File: src/design/wlpm_pkg.sv
package wlpm_pkg;

    localparam int DEPTH = 1024;
    localparam int AW = $clog2(DEPTH);
    localparam int CW = $clog2(DEPTH + 1);
    localparam int SUM_W = CW + 1;
    localparam int PW = AW + 7;

    // floor(x / 100) as (x * RECIP) >> RECIP_SH, exact for x below 2^23
    localparam int RECIP_W = 24;
    localparam int RECIP_SH = 30;
    localparam logic [RECIP_W-1:0] RECIP = 24'd10737419;

    // floor(x / 25) as (x * RECIP25) >> Q25_SH, exact for x below 2^14
    localparam int Q25_SH = 19;
    localparam logic [14:0] RECIP25 = 15'd20972;

    localparam int DIV_NW = 66;
    localparam int DIV_DW = 40;
    localparam int DIV_CW = $clog2(DIV_NW + 1);

    localparam int ADDR_W = 3;
    localparam logic REG_WINDOW = 1'b0;
    localparam logic [31:0] WINDOW_RESET = 32'd1000;

    localparam logic [1:0] FUNC_RECORD = 2'd0;
    localparam logic [1:0] FUNC_MESSAGE = 2'd1;
    localparam logic [1:0] FUNC_QUERY = 2'd2;
    localparam logic [1:0] FUNC_CLEAR = 2'd3;

    localparam logic [55:0] MASK56 = {56{1'b1}};

    typedef struct packed {
        logic [1:0]  func;
        logic [39:0] now_ms;
        logic [31:0] lat_ns;
    } in_item_t;

    typedef struct packed {
        logic [39:0] p50_q8;
        logic [39:0] p90_q8;
        logic [39:0] p99_q8;
        logic [55:0] rate_q8;
        logic        rate_updated;
        logic [47:0] processed_count;
        logic [10:0] window_samples;
        logic        samples_dropped;
    } out_item_t;

    typedef struct packed {
        logic              start;
        logic [DIV_NW-1:0] dividend;
        logic [DIV_DW-1:0] divisor;
    } div_req_t;

    typedef struct packed {
        logic              done;
        logic [DIV_NW-1:0] quotient;
    } div_rsp_t;

    function automatic logic [6:0] pct_val(input logic [1:0] idx);
        logic [6:0] v;
        case (idx)
            2'd0:    v = 7'd50;
            2'd1:    v = 7'd90;
            default: v = 7'd99;
        endcase
        return v;
    endfunction

endpackage

File: src/design/wlpm_div.sv
module wlpm_div (
    input  logic                aclk,
    input  logic                aresetn,
    input  wlpm_pkg::div_req_t  req,
    output wlpm_pkg::div_rsp_t  rsp
);

    logic                        busy_reg;
    logic                        done_reg;
    logic [wlpm_pkg::DIV_CW-1:0] cnt_reg;
    logic [wlpm_pkg::DIV_DW-1:0] rem_reg;
    logic [wlpm_pkg::DIV_DW-1:0] dvs_reg;
    logic [wlpm_pkg::DIV_NW-1:0] quo_reg;

    logic [wlpm_pkg::DIV_DW:0]   shifted;
    logic                        fits;

    assign shifted = {rem_reg, quo_reg[wlpm_pkg::DIV_NW-1]};
    assign fits = shifted >= {1'b0, dvs_reg};

    always_ff @(posedge aclk) begin
        if (!aresetn) begin
            busy_reg <= 1'b0;
            done_reg <= 1'b0;
            cnt_reg  <= '0;
        end else if (req.start) begin
            busy_reg <= 1'b1;
            done_reg <= 1'b0;
            cnt_reg  <= wlpm_pkg::DIV_CW'(wlpm_pkg::DIV_NW);
            rem_reg  <= '0;
            dvs_reg  <= req.divisor;
            quo_reg  <= req.dividend;
        end else if (busy_reg) begin
            // one quotient bit per cycle, restoring
            rem_reg <= fits ? wlpm_pkg::DIV_DW'(shifted - {1'b0, dvs_reg})
                            : shifted[wlpm_pkg::DIV_DW-1:0];
            quo_reg <= {quo_reg[wlpm_pkg::DIV_NW-2:0], fits};
            cnt_reg <= cnt_reg - 1'b1;
            if (cnt_reg == wlpm_pkg::DIV_CW'(1)) begin
                busy_reg <= 1'b0;
                done_reg <= 1'b1;
            end
        end else begin
            done_reg <= 1'b0;
        end
    end

    assign rsp.done = done_reg;
    assign rsp.quotient = quo_reg;

endmodule

File: config.mk
export PLATFORM = sky130hd
export DESIGN_NAME = wlpm_div
export DESIGN_NICKNAME = d
export VERILOG_FILES = /design/src/design/wlpm_pkg.sv /design/src/design/wlpm_div.sv
export SDC_FILE = /design/constraint.sdc
export NUM_CORES = 1
export LEC_CHECK = 0
export BUFFER_PORTS_ARGS = -buffer_cell sky130_fd_sc_hd__buf_2
export CAP_MARGIN = 25
export CORE_MARGIN = 1.5
export CORE_UTILIZATION = 50
export DETAILED_ROUTE_END_ITERATION = 6
export PLACE_DENSITY = 0.7
export SLEW_MARGIN = 20
export SYNTH_ARGS = -nofsm -noshare
export SYNTH_HDL_FRONTEND = slang
export SYNTH_SLANG_ARGS = --single-unit
File: constraint.sdc
create_clock -name aclk -period 5.4 [get_ports aclk]
set_input_delay 1.35 -clock aclk [delete_from_list [all_inputs] [get_ports aclk]]
set_output_delay 1.35 -clock aclk [all_outputs]
set_load 0.02 [all_outputs]
## Word level (Yosys, flattened, before mapping)

Cells that the tools add are included.

- Register bits: 155
- Input port bits: 109
- Output and inout bits: 67
- Logic and storage cells: 27

- $lt $le $gt $ge: 1
- Reduce and logical (&&, ||, !) cells: 5
- Mux-type cells: 9
- $add $sub $neg: 2
- Bitwise gates (word level): 2
- Eq/ne operators: 1

Operator list:

| cell | number |
|---|---|
| $mux 66 | 2 |
| $mux 40 | 2 |
| $ge 41x40->1 | 1 |
| $sub 40x40->40 | 1 |
| $mux 7 | 2 |
| $eq 7x1->1 const B | 1 |
| $sub 7x1->7 const B | 1 |
| $reduce_and 2->1 | 2 |
| $mux 1 | 3 |
| $reduce_or 3->1 | 1 |
| $not 1->1 | 2 |
| $reduce_bool 2->1 | 1 |
| $reduce_or 2->1 | 1 |

## Longest topological paths before layout

- Word-level depth: 4
- Depth in mapped cells: 14
- Mapped depth without buffers: 12

## Worst setup path after synthesis

OpenSTA, ideal clock, no wires.

- Path type: input port to flip-flop
- Start: input port req[106] in the netlist's numbering
- End: register busy_reg
- Arrival time: 4.689 ns
- Path buffers: 2
- Stages on the path: 4
- Required time: 5.331 ns
- Slack: 0.643 ns
- Setup time: 0.069 ns
- Cell sequence: clkbuf_1 clkbuf_1 o21a_1 o41a_1

- Longest elaborated chain between the ends: 1

RTL lines:

| element | line | text |
|---|---|---|
| start: declaration | wlpm_div.sv:4 | `input wlpm_pkg::div_req_t req,` |
| $mux 1 | wlpm_div.sv:26 | `end else if (req.start) begin` |
| end signal: assignment | wlpm_div.sv:23 | `busy_reg <= 1'b0;` |
| end signal: assignment | wlpm_div.sv:27 | `busy_reg <= 1'b1;` |
| end signal: assignment | wlpm_div.sv:40 | `busy_reg <= 1'b0;` |
| end: declaration | wlpm_div.sv:8 | `logic busy_reg;` |

No other way between the ends.
A chain may end at the register's enable or synchronous reset.

## Worst setup path after layout

- Start: register rem_reg[5] in the netlist's numbering
- End: register rem_reg[17] in the netlist's numbering, data pin

- Longest elaborated chain between the ends: 3
- Elaborated cells on any way between the ends: 4
- Those cells by class: add/sub (1); order compare (1); mux (2)

RTL lines:

| element | line | text |
|---|---|---|
| start: declaration | wlpm_div.sv:11 | `logic [wlpm_pkg::DIV_DW-1:0] rem_reg;` |
| start signal: assignment | wlpm_div.sv:35 | `rem_reg <= fits ? wlpm_pkg::DIV_DW'(shifted - {1'b0, dvs_reg})` |
| $sub 40x40->40 or $ge 41x40->1 (tied branches) | wlpm_div.sv:35, wlpm_div.sv:19 |  |
| $mux 40 (*) | wlpm_div.sv:35 |  |
| $mux 40 (*) | wlpm_div.sv:33 | `end else if (busy_reg) begin` |

Every way passes the cells marked *; elsewhere a longest branch is shown, timed or not. The select of a mux whose other input is x is not followed.

==> reports/results.ini <==
[synth]
synth_area_leaders=edfxtp_1 (52%), mux2_2 (8.6%), ha_1 (6.2%), a21oi_1 (3.5%), nand2_1 (3.5%)
ys_seq_area_frac=0.537
syn_avg_cell_area_um2=11.5
yosysTopAreaCell=edfxtp_1
synth_top_area_share=0.516
synthDistinctLibCells=62
synth_edf_count=146
yosys_warnings=0
syn_area_um2=8500
syn_inst=741
synth_seq_cells=155
synthesis.nets=893
synth_ff_type=edfxtp_1
async_flop_share=0

[global_routing]
met2_usage=0.396
grt_pass1_wl_um=31500
grt_pass1_vias=6306
grt_usage=0.230
antenna_found_initial=3
overflow=0
grt_max_degree=71
met3_usage=0.0830
grt-busiest-layer=met2
grt_use_met1=0.271

[setup_path]
path_common_cell=o211ai_2
critical_path_buf_inv_count=1
reg2regPathDepth=11
path_depth=11
crit_type=reg2reg
cp-endpoint=rem_reg[17]$_SDFFCE_PP0P_
cp-end-kind=flip-flop
r2r_start=rem_reg[5]$_SDFFCE_PP0P_
reg2reg_setup_slack_ps=1630
cp_data_required_time_ps=5560
crit_slowest_cell=and2_1
worstSetupStartpointType=flip-flop
critPathMaxStageDelay_ps=520
cp.arrival_ps=3930
critPathMaxFanout=24
path_delay_family=simple AND/OR/NAND/NOR gates
r2r_end=rem_reg[17]$_SDFFCE_PP0P_
crit_chain=ha_1 > nand4_1 > or3_1 > a31oi_2 > o211ai_2 > a311o_1 > o211ai_2 > and2_1 > buf_4 > mux2i_1 > nor2_1
critPathLaunch=rem_reg[5]$_SDFFCE_PP0P_

[timing]
rsz0062_at_grt=no
final.period_utilization=0.699
slew_headroom=0.416
finalSetupTns_ps=0
finClkSkew_ps=12.7
finalCriticalPeriod_ps=3770
slew_viol_final=0
setup_viol=0
fmax_mhz=265
tightest_slew_ps=876
finalHoldViolations=0

[die]
core_um2=16600
floorplan.initialDensity=0.512
num_rows=47
dieArea_um2=17800
die_h_um=133
fp.dieW_um=133
io_pins=176

[finish]
largest_reg_flops=66
syn_to_final_growth_pct=19.4
drive_gt1_frac=0.311
finalNetCount=1062
mostFrequentLayoutCells=buf_2 (174), edfxtp_1 (146), nand2_1 (80)
fillerInstances=1390
final_common_cell=buf_2
fin_area_um2=10100
antenna_cells=0

[placed_design]
dp_hpwl_um=14400
place_congestion=0.848
dpl_cell_area_um2=9550
port_buffers=175

[route]
via_per_inst=5.38
drc=0
postRouteWirelength_um=19900
dr.pass1.iters=4
route.vias.total=6150
drt_iter0_drc=276
routedWlPerCell_um=17.4
antenna_left=0

[power]
cellPowerDensity_nw_per_um2=347
leakage_nw=4.31
ir_worst_vdd_v=0.000268

[cts]
clk_path_buf_depth=2
clk_latency_ps=430
postCtsSetupRepairBufs=0
cts.sinks=155
root_buffer=clkbuf_16
cts_inserted_buffers=17
post_cts_resized=0
path_clk_slew_ps=70
cts_tree=yes
cts_hold_buf=0
htreeDepth=4

[run]
drv_cap=0

[run_status]
status=complete, no violations

[min_path]
hold_path.class=reg2reg

==> where the power goes <==
part           internal, mW  switching, mW
sequential             1.45         0.0489
clock                 0.645          0.520
combinational         0.354          0.505
total                  2.44           1.07
==> logic make-up (layout without fill, tap and decap cells) <==
kind of cell | after synthesis | after routing | share of synthesized area
multiplexers | 68 | 68 | 0.0897
AO/OA/AOI/OAI | 164 | 164 | 0.129
adder cells (fa/ha/maj) | 43 | 43 | 0.0642
buffers and inverters | 89 | 271 | 0.0420
XOR/XNOR | 38 | 38 | 0.0392
AND/OR/NAND/NOR | 184 | 184 | 0.0985
flip-flops | 155 | 155 | 0.537
==> cells in the mapped netlist (all sizes together) (2+ instances only) <==
master	n
a21oi	60
buf	10
edfxtp	146
o31ai	3
xnor2	24
nor3	12
xor2	14
o41ai	2
clkbuf	20
a21boi	3
nand4	6
and4	2
inv	59
a21o	27
dfxtp	9
nand2	82
mux2i	3
o21ai	17
or3	3
a31oi	10
nor2b	3
a311o	3
mux2	65
ha	42
a22o	7
o21a	3
nor4	5
nor2	44
and3	4
a211oi	8
and2	3
o21bai	5
nand2b	4
nor3b	2
o211ai	4
nand3	8
==> routing by layer <==
layer | vias to the layer above | routed length, um
li1 | 3054 | -
met1 | 2890 | 8240
met2 | 177 | 9890
met3 | 25 | 1460
met4 | 4 | 248
met5 | - | 23
==> through the flow <==
step / std cells / util / worst slack [ps] / hold slack [ps] / total power, mW
3_5_place_dp: 1110 / 0.576 / 1690 / 491 / 2.37
2_1_floorplan: 741 / - / 643 / 476 / 2.16
3_3_place_gp: 1110 / 0.576 / 1750 / 485 / 2.36
6_report: 1143 / 0.612 / 1630 / 498 / 3.52
4_1_cts: 1142 / 0.610 / 1650 / 499 / 3.53
5_1_grt: 1143 / 0.612 / 1410 / 536 / 3.67
==> tightest hold or removal path: cells and delay by family (launching register included) <==
| family | cells | cell delay, ps |
|---|---|---|
| flip-flops | 1 | 310 |
| AND/OR/NAND/NOR | 2 | 140 |
==> area by class of cell <==
class	instances	area (um^2)	share of cell area
Clock buffer	18	429	0.0423
Tap cell	220	275	0.0271
Timing Repair Buffer	180	936	0.0922
Inverter	59	221	0.0218
Clock inverter	14	136	0.0134
Multi-Input combinational cell	497	3580	0.353
Sequential cell	155	4560	0.450
==> how the worst min path moves through the flow <==
stage,slack [ps],from,end,cells past startpoint
after floorplan,480,done_reg$_SDFFE_PP0P_,done_reg$_SDFFE_PP0P_,2
after global placement,480,done_reg$_SDFFE_PP0P_,done_reg$_SDFFE_PP0P_,2
after detailed placement,490,done_reg$_SDFFE_PP0P_,done_reg$_SDFFE_PP0P_,2
after CTS,500,done_reg$_SDFFE_PP0P_,done_reg$_SDFFE_PP0P_,2
after global routing,540,done_reg$_SDFFE_PP0P_,done_reg$_SDFFE_PP0P_,2
final,500,done_reg$_SDFFE_PP0P_,done_reg$_SDFFE_PP0P_,2
Note: power is estimated with default switching activity, not from simulation.
